## src/sv/ceu_pkg.sv

```systemverilog
// Shared types, constants and the UTF-8 encoder for the cell text extractor.
// Used by ceu_front, ceu_back and the top level; depends on nothing.
`default_nettype none

package ceu_pkg;

  // Item kinds on the input channel.
  localparam logic KIND_CELL = 1'b0;
  localparam logic KIND_END  = 1'b1;

  localparam int unsigned CP_W   = 21;
  localparam int unsigned POS_W  = 16;
  localparam int unsigned COL_W  = 17;
  localparam int unsigned BYTE_W = 8;
  localparam int unsigned KEPT_W = 24;

  localparam logic [KEPT_W-1:0] KEPT_MAX = '1;

  localparam logic [CP_W-1:0] CP_EMPTY = 21'h000000;
  localparam logic [CP_W-1:0] CP_SPACE = 21'h000020;
  localparam logic [CP_W-1:0] CP_LIM1  = 21'h000080;
  localparam logic [CP_W-1:0] CP_LIM2  = 21'h000800;
  localparam logic [CP_W-1:0] CP_LIM3  = 21'h010000;

  localparam logic [BYTE_W-1:0] LEAD2    = 8'hC0;
  localparam logic [BYTE_W-1:0] LEAD3    = 8'hE0;
  localparam logic [BYTE_W-1:0] LEAD4    = 8'hF0;
  localparam logic [BYTE_W-1:0] CONT_TAG = 8'h80;

  typedef struct packed {
    logic [3:0][BYTE_W-1:0] bytes;  // element 0 goes out first
    logic [1:0]             last;   // index of the final byte
  } utf8_t;

  // One queued job: either a cell's byte group or a closing line-end beat.
  typedef struct packed {
    logic                   line_end;
    logic [1:0]             last;
    logic [3:0][BYTE_W-1:0] bytes;
    logic [POS_W-1:0]       row;
    logic [COL_W-1:0]       col;
    logic [KEPT_W-1:0]      kept;
  } job_t;

  localparam int unsigned JOB_W = $bits(job_t);

  function automatic utf8_t utf8_encode(input logic [CP_W-1:0] cp_in);
    logic [CP_W-1:0] cp;
    utf8_t           res;
    cp        = (cp_in == CP_EMPTY) ? CP_SPACE : cp_in;
    res.bytes = '0;
    if (cp < CP_LIM1) begin
      res.bytes[0] = {1'b0, cp[6:0]};
      res.last     = 2'd0;
    end else if (cp < CP_LIM2) begin
      res.bytes[0] = LEAD2 | {3'b000, cp[10:6]};
      res.bytes[1] = CONT_TAG | {2'b00, cp[5:0]};
      res.last     = 2'd1;
    end else if (cp < CP_LIM3) begin
      res.bytes[0] = LEAD3 | {4'b0000, cp[15:12]};
      res.bytes[1] = CONT_TAG | {2'b00, cp[11:6]};
      res.bytes[2] = CONT_TAG | {2'b00, cp[5:0]};
      res.last     = 2'd2;
    end else begin
      res.bytes[0] = LEAD4 | {5'b00000, cp[20:18]};
      res.bytes[1] = CONT_TAG | {2'b00, cp[17:12]};
      res.bytes[2] = CONT_TAG | {2'b00, cp[11:6]};
      res.bytes[3] = CONT_TAG | {2'b00, cp[5:0]};
      res.last     = 2'd3;
    end
    return res;
  endfunction

endpackage

`default_nettype wire

```

## src/sv/ceu_fifo.sv

```systemverilog
// Small flip-flop queue between the front and back halves of the extractor.
// Generic over data width and depth; no package dependency.
`default_nettype none

module ceu_fifo #(
  parameter int unsigned WIDTH = 8,
  parameter int unsigned DEPTH = 4
) (
  input  wire logic             clk_i,
  input  wire logic             rst_ni,
  input  wire logic             push_i,
  input  wire logic [WIDTH-1:0] data_i,
  output logic                  full_o,
  input  wire logic             pop_i,
  output logic [WIDTH-1:0]      data_o,
  output logic                  empty_o
);

  localparam int unsigned PTR_W = (DEPTH > 1) ? $clog2(DEPTH) : 1;
  localparam int unsigned CNT_W = $clog2(DEPTH + 1);

  logic [WIDTH-1:0] mem_q [DEPTH];
  logic [PTR_W-1:0] wr_ptr_q, wr_ptr_d;
  logic [PTR_W-1:0] rd_ptr_q, rd_ptr_d;
  logic [CNT_W-1:0] count_q, count_d;
  logic             do_push, do_pop;

  assign full_o  = (count_q == CNT_W'(DEPTH));
  assign empty_o = (count_q == '0);
  assign do_push = push_i & ~full_o;
  assign do_pop  = pop_i & ~empty_o;
  assign data_o  = mem_q[rd_ptr_q];

  always_comb begin
    wr_ptr_d = wr_ptr_q;
    rd_ptr_d = rd_ptr_q;
    count_d  = count_q;
    if (do_push) begin
      wr_ptr_d = (wr_ptr_q == PTR_W'(DEPTH - 1)) ? '0 : wr_ptr_q + 1'b1;
    end
    if (do_pop) begin
      rd_ptr_d = (rd_ptr_q == PTR_W'(DEPTH - 1)) ? '0 : rd_ptr_q + 1'b1;
    end
    if (do_push && !do_pop) begin
      count_d = count_q + 1'b1;
    end else if (do_pop && !do_push) begin
      count_d = count_q - 1'b1;
    end
  end

  always_ff @(posedge clk_i or negedge rst_ni) begin
    if (!rst_ni) begin
      wr_ptr_q <= '0;
      rd_ptr_q <= '0;
      count_q  <= '0;
    end else begin
      wr_ptr_q <= wr_ptr_d;
      rd_ptr_q <= rd_ptr_d;
      count_q  <= count_d;
    end
  end

  always_ff @(posedge clk_i) begin
    if (do_push) begin
      mem_q[wr_ptr_q] <= data_i;
    end
  end

endmodule

`default_nettype wire

```

## src/sv/ceu_front.sv

```systemverilog
// Front half of the extractor: accepts cells, encodes them and keeps the line counters.
// Depends on ceu_pkg; pushes one job per byte-producing cell or line end.
`default_nettype none

module ceu_front
  import ceu_pkg::*;
#(
  parameter int unsigned COUNT_BITS = 24
) (
  input  wire logic              clk_i,
  input  wire logic              rst_ni,
  input  wire logic              in_valid_i,
  output logic                   in_stall_o,
  input  wire logic              kind_i,
  input  wire logic [CP_W-1:0]   code_point_i,
  input  wire logic [POS_W-1:0]  row_in_line_i,
  input  wire logic [POS_W-1:0]  column_i,
  input  wire logic              wide_lead_i,
  input  wire logic              wide_trail_i,
  input  wire logic              queue_full_i,
  output logic                   push_o,
  output job_t                   job_o
);

  localparam int unsigned EXT_W = (COUNT_BITS > KEPT_W) ? COUNT_BITS : KEPT_W;

  logic [COUNT_BITS-1:0] emitted_q, emitted_d;
  logic [COUNT_BITS-1:0] kept_q, kept_d;
  logic [POS_W-1:0]      row_q, row_d;
  logic [POS_W-1:0]      col_q, col_d;
  logic [1:0]            width_q, width_d;

  logic                  accept;
  logic                  is_end;
  utf8_t                 enc;
  logic [2:0]            nbytes;
  logic [COUNT_BITS:0]   sum;
  logic [COUNT_BITS-1:0] emitted_add;
  logic                  nonblank;
  logic [EXT_W-1:0]      kept_ext;
  logic [KEPT_W-1:0]     kept_sat;
  logic                  line_blank;

  assign in_stall_o  = queue_full_i;
  assign accept      = in_valid_i & ~queue_full_i;
  assign is_end      = (kind_i == KIND_END);
  assign enc         = utf8_encode(code_point_i);
  assign nbytes      = {1'b0, enc.last} + 3'd1;
  assign sum         = {1'b0, emitted_q} + (COUNT_BITS + 1)'(nbytes);
  assign emitted_add = sum[COUNT_BITS] ? '1 : sum[COUNT_BITS-1:0];
  assign nonblank    = (code_point_i != CP_EMPTY) && (code_point_i != CP_SPACE);
  assign kept_ext    = EXT_W'(kept_q);
  assign kept_sat    = (kept_ext > EXT_W'(KEPT_MAX)) ? KEPT_MAX : kept_ext[KEPT_W-1:0];
  assign line_blank  = (kept_q == '0);

  // A trailing half of a wide glyph is taken but produces no job.
  assign push_o = accept & (is_end | ~wide_trail_i);

  always_comb begin
    job_o = '0;
    if (is_end) begin
      job_o.line_end = 1'b1;
      job_o.kept     = kept_sat;
      if (!line_blank) begin
        job_o.row = row_q;
        job_o.col = {1'b0, col_q} + COL_W'(width_q);
      end
    end else begin
      job_o.bytes = enc.bytes;
      job_o.last  = enc.last;
      job_o.row   = row_in_line_i;
      job_o.col   = {1'b0, column_i};
    end
  end

  always_comb begin
    emitted_d = emitted_q;
    kept_d    = kept_q;
    row_d     = row_q;
    col_d     = col_q;
    width_d   = width_q;
    if (accept) begin
      if (is_end) begin
        emitted_d = '0;
        kept_d    = '0;
        row_d     = '0;
        col_d     = '0;
        width_d   = 2'd1;
      end else if (!wide_trail_i) begin
        emitted_d = emitted_add;
        if (nonblank) begin
          kept_d  = emitted_add;
          row_d   = row_in_line_i;
          col_d   = column_i;
          width_d = wide_lead_i ? 2'd2 : 2'd1;
        end
      end
    end
  end

  always_ff @(posedge clk_i or negedge rst_ni) begin
    if (!rst_ni) begin
      emitted_q <= '0;
      kept_q    <= '0;
      row_q     <= '0;
      col_q     <= '0;
      width_q   <= 2'd1;
    end else begin
      emitted_q <= emitted_d;
      kept_q    <= kept_d;
      row_q     <= row_d;
      col_q     <= col_d;
      width_q   <= width_d;
    end
  end

  a_kept_le_emitted: assert property (@(posedge clk_i) disable iff (!rst_ni)
    kept_q <= emitted_q)
    else $error("kept length exceeds emitted byte count");

  a_end_clears: assert property (@(posedge clk_i) disable iff (!rst_ni)
    (accept && is_end) |=> (emitted_q == '0 && kept_q == '0 && width_q == 2'd1))
    else $error("line end did not clear the line state");

  a_width_legal: assert property (@(posedge clk_i) disable iff (!rst_ni)
    (width_q == 2'd1 || width_q == 2'd2))
    else $error("last non-blank width out of range");

endmodule

`default_nettype wire

```

## src/sv/ceu_back.sv

```systemverilog
// Back half of the extractor: serialises queued jobs into output beats.
// Depends on ceu_pkg; holds the output register that parts it from the receiver.
`default_nettype none

module ceu_back
  import ceu_pkg::*;
(
  input  wire logic               clk_i,
  input  wire logic               rst_ni,
  input  wire logic               head_valid_i,
  input  wire job_t               head_i,
  output logic                    pop_o,
  output logic                    out_valid_o,
  input  wire logic               out_stall_i,
  output logic [BYTE_W-1:0]       text_byte_o,
  output logic [POS_W-1:0]        map_row_o,
  output logic [COL_W-1:0]        map_col_o,
  output logic                    line_end_o,
  output logic [KEPT_W-1:0]       kept_bytes_o
);

  logic              valid_q, valid_d;
  logic [1:0]        idx_q, idx_d;
  logic              load;
  logic [BYTE_W-1:0] byte_q;
  logic [POS_W-1:0]  row_q;
  logic [COL_W-1:0]  col_q;
  logic              end_q;
  logic [KEPT_W-1:0] kept_q;

  // The output register takes a queued beat when it is empty or being drained.
  assign load  = head_valid_i & (~valid_q | ~out_stall_i);
  assign pop_o = load & (idx_q == head_i.last);

  always_comb begin
    valid_d = valid_q;
    idx_d   = idx_q;
    if (load) begin
      valid_d = 1'b1;
      idx_d   = pop_o ? 2'd0 : idx_q + 2'd1;
    end else if (!out_stall_i) begin
      valid_d = 1'b0;
    end
  end

  always_ff @(posedge clk_i or negedge rst_ni) begin
    if (!rst_ni) begin
      valid_q <= 1'b0;
      idx_q   <= 2'd0;
    end else begin
      valid_q <= valid_d;
      idx_q   <= idx_d;
    end
  end

  always_ff @(posedge clk_i) begin
    if (load) begin
      byte_q <= head_i.bytes[idx_q];
      row_q  <= head_i.row;
      col_q  <= head_i.col;
      end_q  <= head_i.line_end;
      kept_q <= head_i.kept;
    end
  end

  assign out_valid_o  = valid_q;
  assign text_byte_o  = byte_q;
  assign map_row_o    = row_q;
  assign map_col_o    = col_q;
  assign line_end_o   = end_q;
  assign kept_bytes_o = kept_q;

  a_pop_needs_head: assert property (@(posedge clk_i) disable iff (!rst_ni)
    pop_o |-> head_valid_i)
    else $error("job popped from an empty queue");

  a_idx_in_job: assert property (@(posedge clk_i) disable iff (!rst_ni)
    head_valid_i |-> (idx_q <= head_i.last))
    else $error("byte index ran past the end of the job");

  a_end_byte_zero: assert property (@(posedge clk_i) disable iff (!rst_ni)
    (valid_q && end_q) |-> (byte_q == '0))
    else $error("line-end beat carries a text byte");

endmodule

`default_nettype wire

```

## src/sv/cell_text_utf8_extractor.sv

```systemverilog
// Top level of the cell text extractor: UTF-8 text with a per-byte position map.
// Depends on ceu_pkg, ceu_front, ceu_fifo and ceu_back.
//
// Usage: cells of one logical line arrive on the input channel (in_valid_i /
// in_stall_o), one per beat, ended by a beat with kind_i set. Each cell yields
// one to four output beats (out_valid_o / out_stall_i), one UTF-8 byte each,
// tagged with the cell's row and column; a wide-trail cell yields none. The
// line-end beat yields one closing beat with line_end_o set, the kept length
// in kept_bytes_o and the one-past-end position of the last non-blank cell.
// Path: an accepted beat is written into the job queue in the cycle it is taken;
// its output beats are then loaded into the output register in turn, from which
// the receiver takes them. The input takes one beat per cycle while the job
// queue has room; the output side moves one byte per cycle while the receiver
// does not stall, so a multi-byte glyph holds the back half until its last byte
// is loaded, and the queue absorbs short bursts of such glyphs.
// Reset clears the line counters, the queue and the output valid flag; no
// output beat is valid afterwards. When the receiver stalls, the output beat
// holds, the queue fills and in_stall_o rises once it is full.
`default_nettype none

module cell_text_utf8_extractor
  import ceu_pkg::*;
#(
  parameter int unsigned COUNT_BITS  = 24,
  parameter int unsigned QUEUE_DEPTH = 4
) (
  input  wire logic               clk_i,
  input  wire logic               rst_ni,
  input  wire logic               in_valid_i,
  output logic                    in_stall_o,
  input  wire logic               kind_i,
  input  wire logic [CP_W-1:0]    code_point_i,
  input  wire logic [POS_W-1:0]   row_in_line_i,
  input  wire logic [POS_W-1:0]   column_i,
  input  wire logic               wide_lead_i,
  input  wire logic               wide_trail_i,
  output logic                    out_valid_o,
  input  wire logic               out_stall_i,
  output logic [BYTE_W-1:0]       text_byte_o,
  output logic [POS_W-1:0]        map_row_o,
  output logic [COL_W-1:0]        map_col_o,
  output logic                    line_end_o,
  output logic [KEPT_W-1:0]       kept_bytes_o
);

  logic       push;
  logic       full;
  logic       pop;
  logic       empty;
  job_t       push_job;
  job_t       head_job;
  logic [JOB_W-1:0] head_bits;

  ceu_front #(
    .COUNT_BITS (COUNT_BITS)
  ) u_front (
    .clk_i         (clk_i),
    .rst_ni        (rst_ni),
    .in_valid_i    (in_valid_i),
    .in_stall_o    (in_stall_o),
    .kind_i        (kind_i),
    .code_point_i  (code_point_i),
    .row_in_line_i (row_in_line_i),
    .column_i      (column_i),
    .wide_lead_i   (wide_lead_i),
    .wide_trail_i  (wide_trail_i),
    .queue_full_i  (full),
    .push_o        (push),
    .job_o         (push_job)
  );

  ceu_fifo #(
    .WIDTH (JOB_W),
    .DEPTH (QUEUE_DEPTH)
  ) u_queue (
    .clk_i   (clk_i),
    .rst_ni  (rst_ni),
    .push_i  (push),
    .data_i  (push_job),
    .full_o  (full),
    .pop_i   (pop),
    .data_o  (head_bits),
    .empty_o (empty)
  );

  assign head_job = job_t'(head_bits);

  ceu_back u_back (
    .clk_i        (clk_i),
    .rst_ni       (rst_ni),
    .head_valid_i (~empty),
    .head_i       (head_job),
    .pop_o        (pop),
    .out_valid_o  (out_valid_o),
    .out_stall_i  (out_stall_i),
    .text_byte_o  (text_byte_o),
    .map_row_o    (map_row_o),
    .map_col_o    (map_col_o),
    .line_end_o   (line_end_o),
    .kept_bytes_o (kept_bytes_o)
  );

endmodule

`default_nettype wire
```

## config.mk

```make
export PLATFORM = sky130hd
export DESIGN_NAME = cell_text_utf8_extractor
export DESIGN_NICKNAME = d
export VERILOG_FILES = /design/src/sv/ceu_pkg.sv /design/src/sv/ceu_fifo.sv /design/src/sv/ceu_front.sv /design/src/sv/ceu_back.sv /design/src/sv/cell_text_utf8_extractor.sv
export SDC_FILE = /design/constraint.sdc
export NUM_CORES = 1
export LEC_CHECK = 0
export BUFFER_PORTS_ARGS = -buffer_cell sky130_fd_sc_hd__buf_2
export CORE_ASPECT_RATIO = 0.5
export CORE_MARGIN = 5
export CORE_UTILIZATION = 55
export DETAILED_ROUTE_END_ITERATION = 6
export MAX_ROUTING_LAYER = met4
export PLACE_DENSITY = 0.76
export SLEW_MARGIN = 20
export SYNTH_ARGS = -nofsm -noshare
export SYNTH_HDL_FRONTEND = slang
export SYNTH_SLANG_ARGS = --single-unit
```

## constraint.sdc

```tcl
create_clock -name clk_i -period 6 [get_ports clk_i]
set_input_delay 1.2 -clock clk_i [delete_from_list [all_inputs] [get_ports clk_i]]
set_output_delay 1.2 -clock clk_i [all_outputs]
set_load 0.01 [all_outputs]
```

==> impl_metrics.tcl, run 1 <==
set metrics [dict create \
    antenna_found_initial 4 \
    layout.nets 1432 \
    area_delta_synth_final_pct 12.49 \
    path_cells "buf_2 > nor4_2 > nand2b_1 > a41oi_1 > ha_1 > inv_1 > fa_1 > nand4_2 > or4_4 > nor2_8 > nor2_1 > a21oi_1" \
    hold_path_class "reg2reg" \
    cts_buffers 43 \
    worst_pin_slew_ns 1.015 \
    p_leak_nw 8.263 \
    fin_crit_sh 0.6753 \
    max_slew_margin 0.3237 \
    fin_total_pwr_mw 10.30 \
    htreeDepth 2 \
    skew_ns 0.02328 \
    reg2regPathDepth 7 \
    yosys_warnings 0 \
    ys_types 66 \
    drc 0 \
    holdWs_ns 0.4924 \
    cp_slowest_stage_delay_ns 0.49 \
    outcome "completed" \
    clkTransAtPathRegs_ns 0.07 \
    root_buffer "clkbuf_16" \
    synth-seq-cells 506 \
    fill_cells 2651 \
    grt_pass1_wl_um 65870 \
    cp.arrival_ns 4.46 \
    cts_setup_buffers 0 \
    synthArstFlopShare 0.1818 \
    max_freq_ghz 0.2468 \
    place_hpwl_um 25030 \
    io_pins 128 \
    crit_required_ns 6.41 \
    cts_sinks 506 \
    grt_usage 0.2063 \
    path_class "in2reg" \
    slowest_stage "fa_1" \
    crit_path_start_kind "input port" \
    synthesis.nets 1307 \
    crit_path_end_kind "flip-flop" \
    drt-total-wl_um 41430 \
    fin_cells 1892 \
    period_needed_ns 4.052 \
    start_util 0.5540 \
    cts_resized 0 \
    clock_path_buffers 3 \
    vias 11170 \
    path_max_fanout 13 \
    die_h_um 146.8 \
    synth_ff_type "edfxtp_1" \
    place_congestion 0.8533 \
    synth_area_per_cell_um2 16.68 \
    placedCellCount 1808 \
    final_util 0.6232 \
    wl_per_cell_um 21.89 \
    core-area_um2 37160 \
    synth-edff-count 414 \
    antenna_left 0 \
    syn_inst 1234 \
    die_x_um 283.6 \
    peakVddDrop_mv 0.2304 \
    clk_latency_ns 0.57 \
    grt_pass1_vias 11830 \
    final_max_slew_viol_count 0 \
    gr-total-overflow 0 \
    min_path_cells 2 \
    finalHoldViolCount 0 \
    setup_tns_ns 0 \
    drt-initial-drc-count 827 \
    dr.pass1.iters 6 \
    setup_viol 0 \
    vias_per_cell 5.902 \
    grt_max_degree 92 \
    ys_seq_area_frac 0.7158 \
    io_buffer_count 127 \
    dieArea_um2 41630 \
    cts_tree "yes" \
    drive_above_1_share 0.2403 \
    synthesis.area_um2 20590 \
    drv_cap 0 \
    p_per_area_nw_per_um2 444.7 \
    rsz0062_at_grt "no" \
    row_count 50 \
    ctsHoldBuffers 0 \
]
[worst paths after layout]
| kind | start | to | slack, ns |
|---|---|---|---|
| worst max register to register | u_queue.rd_ptr_q[0]$_DFFE_PN0P_ | u_queue.count_q[1]$_DFFE_PN0P_ | 2.77 |
| worst min register to register | u_front.row_q[8]$_DFFE_PN0P_ | u_front.row_q[8]$_DFFE_PN0P_ | 0.49 |
| worst min-delay path | u_front.row_q[8]$_DFFE_PN0P_ | u_front.row_q[8]$_DFFE_PN0P_ | 0.49 |
| max in group asynchronous | rst_ni | u_queue.rd_ptr_q[0]$_DFFE_PN0P_ | 4.18 |
| min in group asynchronous | rst_ni | u_front.row_q[4]$_DFFE_PN0P_ | 0.61 |
| worst max-delay path | code_point_i[17] | u_front.kept_ext[19]$_DFFE_PN0P_ | 1.95 |
[sequential cells by signal (all words and copies together) (netlist names), 3 cells and up]
name,flops
u_back.kept_bytes_o,24
u_queue.count_q,3
u_queue.mem_q,348
u_front.col_q,16
u_back.text_byte_o,8
u_front.emitted_q,24
u_back.map_row_o,16
u_front.row_q,16
u_back.map_col_o,17
u_front.kept_ext,24
[per-layer routing]
layer / routed length [um] / vias to the layer above / track usage
met5: 0 / - / -
met4: 1033 / 0 / 0.06139
met3: 1931 / 82 / 0.03519
met2: 21860 / 324 / 0.3563
met1: 16600 / 5734 / 0.2553
li1: - / 5027 / -
[power breakdown]
part / switching [mW] / internal (mW) / total (mW)
Combinational: 1.21 / 1.04 / 2.25
Clock: 1.24 / 1.64 / 2.88
Sequential: 0.432 / 4.73 / 5.16
Total: 2.89 / 7.41 / 10.3
[area by class of cell]
| class | count | area [um2] | share of cell area |
|---|---|---|---|
| Sequential cell | 506 | 14740 | 0.6366 |
| Timing Repair Buffer | 143 | 758.2 | 0.03274 |
| Antenna cell | 4 | 10.01 | 0.0004322 |
| Tap cell | 494 | 618.1 | 0.02669 |
| Clock inverter | 21 | 252.7 | 0.01091 |
| Clock buffer | 59 | 1209 | 0.05219 |
| Multi-Input combinational cell | 649 | 5507 | 0.2378 |
| Inverter | 16 | 60.06 | 0.002593 |
[per-stage QoR]
step	cell area, um2	setup slack (ns)
2_1_floorplan	20590	1.044
3_3_place_gp	21690	1.706
3_5_place_dp	21690	1.562
4_1_cts	23150	2.080
5_1_grt	23160	1.782
6_report	23160	1.948
[synthesized netlist by cell type, types with 7 or more instances]
cell | count | area share
nand2_1 | 123 | 0.022
and2_1 | 39 | 0.012
mux4_2 | 92 | 0.10
edfxtp_1 | 414 | 0.60
nor2_1 | 39 | 0.0071
o22a_1 | 8 | 0.0034
xnor2_1 | 26 | 0.011
buf_4 | 8 | 0.0029
buf_2 | 20 | 0.0049
nand2b_1 | 39 | 0.012
a21oi_1 | 42 | 0.010
xor2_1 | 14 | 0.0060
nor4_1 | 14 | 0.0043
o21ai_0 | 70 | 0.017
ha_1 | 10 | 0.0061
clkbuf_1 | 26 | 0.0047
a31oi_1 | 7 | 0.0021
nand3_1 | 13 | 0.0032
dfrtp_1 | 91 | 0.11
nand4_1 | 10 | 0.0030
nor3_1 | 9 | 0.0022
inv_1 | 15 | 0.0027
[layout by cell type, fill, tap and decap left out, types with 11 or more instances in the layout]
cell type / n
edfxtp_1: 414
buf_2: 126
nand2_1: 123
mux4_2: 92
dfrtp_1: 89
o21ai_0: 70
clkbuf_16: 45
a21oi_1: 41
nor2_1: 39
nand2b_1: 39
and2_1: 35
xnor2_1: 26
buf_4: 17
inv_1: 15
nor4_1: 14
xor2_1: 14
nand3_1: 13
clkbuf_1: 11
[cells by family after synthesis]
family / after synthesis / share of synthesized area
xor+xnor: 40 / 0.01702
flops: 506 / 0.7158
fa+ha+maj: 13 / 0.008995
simple gates: 320 / 0.08156
buf+inv: 79 / 0.01817
mux: 102 / 0.1058
compound gates: 174 / 0.05270
[worst max-delay path: cells and delay by family]
kind	cells	cell delay, ns
AOI/OAI and AO/OA	2	0.57
adders and majority gates	2	0.74
buffers and inverters	2	0.17
and+or+nand+nor	6	1.77
Note: power is estimated with default switching activity, not from simulation.
==> inputs of run 2 (changes only) <==
- CORE_UTILIZATION: 55 -> 60
- PLACE_DENSITY: 0.76 -> 0.79
- clock period: 6 -> 4 ns (I/O delays scaled with it)
==> run 2 against run 1 <==
- global-route usage increased by 2.0 points
- final cell count decreased by 2.5%
- die area decreased by 7.9%
- critical path depth decreased by 1
- power increased by 50%
- core utilization increased by 6.9 points
- critical path type unchanged
==> impl_metrics.tcl, run 2 (synthesized netlist as in run 1, its figures left out) <==
set metrics [dict create \
    outcome "completed" \
    final_max_slew_viol_count 0 \
    vias 11260 \
    clock_path_buffers 3 \
    cts_setup_buffers 0 \
    cts_sinks 506 \
    htreeDepth 2 \
    p_leak_nw 8.310 \
    dpl_worst_slack_ns 0.1195 \
    max_slew_margin 0.2189 \
    slowest_stage "or4_1" \
    cp_slowest_stage_delay_ns 0.61 \
    r2r-start "u_queue.rd_ptr_q[0]$_DFFE_PN0P_" \
    grt_usage 0.2258 \
    place_hpwl_um 24880 \
    reg2regPathDepth 3 \
    largest_reg_flops 348 \
    clkTransAtPathRegs_ns 0.06 \
    antenna_found_initial 0 \
    r2r_slack_ns 0.91 \
    path_cells "buf_2 > or4_1 > a41oi_1 > ha_1 > inv_1 > fa_1 > nand4_2 > or4_4 > nor2_8 > nor2_1 > a21oi_1" \
    drt-initial-drc-count 1017 \
    finalHoldViolCount 0 \
    period_needed_ns 3.330 \
    gr-total-overflow 0 \
    p_per_area_nw_per_um2 665.1 \
    skew_ns 0.01726 \
    path_max_fanout 13 \
    crit_path_end_kind "flip-flop" \
    grt_pass1_wl_um 65850 \
    io_buffer_count 127 \
    grt_pass1_vias 11600 \
    drt-total-wl_um 41350 \
    setup_viol 0 \
    path_class "in2reg" \
    cp.arrival_ns 3.75 \
    hold_path_class "in2async" \
    fin_cells 1844 \
    peakVddDrop_mv 0.4728 \
    rsz0062_at_grt "no" \
    drc 0 \
    drive_above_1_share 0.2473 \
    mostFrequentLayoutCells "edfxtp_1 (414), buf_2 (126), nand2_1 (123)" \
    cts_buffers 44 \
    core-area_um2 33460 \
    root_buffer "clkbuf_16" \
    wl_per_cell_um 22.42 \
    vias_per_cell 6.104 \
    area_delta_synth_final_pct 12.48 \
    drv_cap 0 \
    crit_path_start_kind "input port" \
    max_freq_ghz 0.3003 \
    dieArea_um2 38340 \
    clk_latency_ns 0.57 \
    rr_endpoint "u_back.map_col_o[1]$_DFFE_PP_" \
    setup_ws_ns 0.6695 \
    fin_crit_sh 0.8326 \
    grt_max_degree 79 \
    worst_pin_slew_ns 1.166 \
    row_count 47 \
    regMostFlops "u_queue.mem_q" \
    antenna_cells 0 \
    setup_tns_ns 0 \
    antenna_left 0 \
    cts_resized 0 \
    crit_required_ns 4.42 \
    cts_tree "yes" \
    die_h_um 141.0 \
    holdWs_ns 0.2908 \
    final_common_cell "edfxtp_1" \
    die_x_um 272.0 \
    start_util 0.6152 \
    placedCellCount 1762 \
    place_congestion 0.9020 \
    layout.nets 1440 \
    io_pins 128 \
    dr.pass1.iters 5 \
    ctsHoldBuffers 0 \
]
==> run 2: cell type report <==
class,count,area (um2)
clock inverter,21,172.7
sequential,506,14740
tap,441,551.8
clock buffer,61,1256
multi-input combinational,649,5507
inverter,16,60.06
fill,2049,10310
timing repair buffer,150,864.6
==> run 2: worst max path at each step <==
stage | end | from | slack [ns] | depth (start not counted)
4_1_cts | u_front.kept_ext[22]$_DFFE_PN0P_ | code_point_i[7] | 0.71 | 11
6_report | u_front.kept_ext[22]$_DFFE_PN0P_ | code_point_i[7] | 0.67 | 11
5_1_grt | u_front.kept_ext[15]$_DFFE_PN0P_ | code_point_i[7] | 0.47 | 11
2_1_floorplan | u_queue.mem_q[3][0]$_DFFE_PP_ | kind_i | 0.05 | 5
3_5_place_dp | u_front.kept_ext[22]$_DFFE_PN0P_ | code_point_i[7] | 0.12 | 11
3_3_place_gp | u_front.emitted_q[7]$_DFFE_PN0P_ | code_point_i[7] | 0.23 | 11
==> run 2: metal layers <==
| layer | share of wire | vias to the layer above | track usage |
|---|---|---|---|
| met5 | 0 | - | - |
| met4 | 0.023 | 0 | 0.05438 |
| met3 | 0.058 | 79 | 0.03820 |
| met2 | 0.50 | 383 | 0.3672 |
| met1 | 0.42 | 5757 | 0.3073 |
| li1 | - | 5037 | - |
==> run 2: stage by stage <==
stage / utilization / power, mW / instance area, um2
3_3_place_gp: 0.6492 / 11.17 / 21720
4_1_cts: 0.6919 / 15.56 / 23150
3_5_place_dp: 0.6492 / 11.36 / 21720
6_report: 0.6920 / 15.40 / 23150
5_1_grt: 0.6920 / 16.15 / 23150
2_1_floorplan: - / 10.14 / 20600
==> run 2: critical path, delay by kind of cell <==
kind | cells | cell delay (ns)
buffers and inverters | 2 | 0.20
AO/OA/AOI/OAI | 2 | 0.57
AND/OR/NAND/NOR | 5 | 1.41
adder cells (fa/ha/maj) | 2 | 0.76
==> run 2: power breakdown <==
| group | total (mW) | internal [mW] | switching (mW) |
|---|---|---|---|
| sequential | 7.72 | 7.09 | 0.631 |
| combinational | 3.49 | 1.60 | 1.89 |
| clock | 4.19 | 2.30 | 1.89 |
==> inputs of run 3 (changes only) <==
- ABC_AREA: unset -> 1
- clock period: 4 -> 3.25 ns (I/O delays scaled with it)
==> run 3 against run 2 <==
- flip-flop and latch count is the same
- cell area grew 2.4%
- core utilization shrank 0.53 points
- via count grew 29%
- die area grew 2.1%
- synthesized area grew 2.2%
- worst setup slack lost 0.39 ns
- clock skew grew 0.0045 ns
- clock power grew 19%
- highest routed layer unchanged
==> impl_metrics.tcl, run 3 <==
set metrics [dict create \
    grt_pass1_wl_um 78140 \
    cpLargestDelayFamily "simple AND/OR/NAND/NOR gates" \
    ys_seq_area_frac 0.7006 \
    io_pins 128 \
    holdWs_ns 0.1531 \
    yosys_warnings 0 \
    synth_top_cell_area_share 0.5911 \
    drv_cap 0 \
    synthArstFlopShare 0.1818 \
    cp_slowest_stage_delay_ns 0.38 \
    path_class "in2reg" \
    drive_above_1_share 0.1411 \
    dr.pass1.iters 6 \
    start_util 0.6091 \
    setup_viol 0 \
    synth_ff_type "edfxtp_1" \
    crit_path_start_kind "input port" \
    max_freq_ghz 0.3361 \
    synth_top_cells_by_area "edfxtp_1 (59%), dfrtp_1 (11%), nand2_1 (6.1%)" \
    place_area_um2 22360 \
    core-area_um2 34530 \
    synth_area_per_cell_um2 11.34 \
    crit_required_ns 3.64 \
    path_buf_inv 6 \
    cts_setup_buffers 0 \
    drc 0 \
    outcome "completed" \
    clkTransAtPathRegs_ns 0.07 \
    area_delta_synth_final_pct 12.74 \
    synthesis.nets 1927 \
    dieArea_um2 39130 \
    slowest_stage "fa_1" \
    drt-initial-drc-count 1730 \
    vias 14560 \
    cts_tree "yes" \
    ys_types 40 \
    drt-total-wl_um 49760 \
    layout.nets 2053 \
    synth_most_common_cell "edfxtp_1" \
    cts_resized 0 \
    syn_inst 1854 \
    vias_per_cell 5.850 \
    fin_crit_sh 0.9154 \
    cts_buffers 43 \
    antenna_left 0 \
    skew_ns 0.02179 \
    grt_pass1_vias 14350 \
    p_leak_nw 9.216 \
    p_per_area_nw_per_um2 823.3 \
    synth-seq-cells 506 \
    synth-edff-count 414 \
    finalHoldViolCount 0 \
    synthesis.area_um2 21030 \
    clock_path_buffers 3 \
    root_buffer "clkbuf_16" \
    grt_usage 0.2633 \
    largest_reg_flops 348 \
    peakVddDrop_mv 0.5234 \
    grt_max_degree 100 \
    io_buffer_count 127 \
    gr-total-overflow 0 \
    wl_per_cell_um 20.00 \
    die_h_um 142.4 \
    rsz0062_at_grt "no" \
    mostFrequentLayoutCells "edfxtp_1 (414), nand2_1 (344), nor2_1 (257)" \
    period_needed_ns 2.975 \
    netlist_top_cells_count "edfxtp_1 (414), nand2_1 (344), nor2_1 (261)" \
    dpl_worst_slack_ns -0.1329 \
    ctsHoldBuffers 0 \
    htreeDepth 2 \
    crit_path_end_kind "flip-flop" \
    final_common_cell "edfxtp_1" \
    fin_total_pwr_mw 19.52 \
    max_slew_margin 0.3275 \
    setup_ws_ns 0.2750 \
    hold_path_class "in2async" \
    antenna_cells 0 \
    clk_latency_ns 0.55 \
    place_congestion 0.9649 \
    final_area_um2 23710 \
    regMostFlops "u_queue.mem_q" \
    synth.largest_area_cell "edfxtp_1" \
    antenna_found_initial 0 \
    final_max_slew_viol_count 0 \
    row_count 48 \
    path_cells "buf_2 > or2_0 > nor2_1 > nand2_1 > nor2_1 > inv_1 > nand2_1 > ha_1 > inv_1 > fa_1 > nand2_1 > nor2_2 > nand2_1 > inv_1 > nand3b_2 > buf_12 > inv_1 > o21ai_1 > o21ai_0" \
    worst_pin_slew_ns 1.009 \
    path_max_fanout 15 \
    cts_sinks 506 \
    cp.arrival_ns 3.37 \
    place_hpwl_um 30290 \
    die_x_um 274.8 \
]
[run 3: cell type report]
type	instances	area [um2]
Sequential cell	506	14740
Fill cell	2385	10820
Multi-Input combinational cell	1144	5484
Clock buffer	56	1206
Timing Repair Buffer	179	1141
Tap cell	475	594.3
Inverter	106	400.4
Clock inverter	22	146.4
[run 3: logic make-up (layout without fill, tap and decap cells)]
| kind of cell | Yosys count | after routing | synth area share |
|---|---|---|---|
| xor gates and xnor gates | 13 | 13 | 0.005413 |
| AOI/OAI and AO/OA | 386 | 386 | 0.1036 |
| adders and majority gates | 13 | 13 | 0.008804 |
| DFF | 506 | 506 | 0.7006 |
| and+or+nand+nor | 732 | 732 | 0.1406 |
| buffers and inverters | 204 | 363 | 0.04099 |
[run 3: final timing paths]
kind,from,cells after the start,slack [ns],end
worst min register to register,u_front.row_q[0]$_DFFE_PN0P_,2,0.49,u_front.row_q[0]$_DFFE_PN0P_
worst min-delay path,rst_ni,1,0.15,u_queue.rd_ptr_q[0]$_DFFE_PN0P_
worst max register to register,u_queue.rd_ptr_q[0]$_DFFE_PN0P_,13,0.33,u_queue.count_q[1]$_DFFE_PN0P_
max in group asynchronous,rst_ni,2,2.32,u_front.width_q[0]$_DFFE_PN1P_
worst max-delay path,code_point_i[11],19,0.27,u_front.kept_ext[1]$_DFFE_PN0P_
min in group clk_i,out_stall_i,2,0.37,u_back.out_valid_o$_DFFE_PN0P_
[run 3: report_power, final]
| group | switching, mW | internal, mW | total, mW |
|---|---|---|---|
| combinational | 3.72 | 1.56 | 5.28 |
| sequential | 0.524 | 8.73 | 9.25 |
| clock | 2.28 | 2.71 | 4.99 |
[run 3: through the flow]
step	TNS [ns]	cells	utilization
floorplan	-300.57	1854	-
global placement	-0.02878	2410	0.6475
detailed placement	-0.6926	2410	0.6475
CTS	0	2488	0.6867
global route	0	2488	0.6867
finish	0	2488	0.6867
[run 3: routing by layer]
| layer | GRT usage | part of all wire |
|---|---|---|
| met5 | - | 0 |
| met4 | 0.06227 | 0.021 |
| met3 | 0.06165 | 0.091 |
| met2 | 0.4067 | 0.46 |
| met1 | 0.3632 | 0.43 |
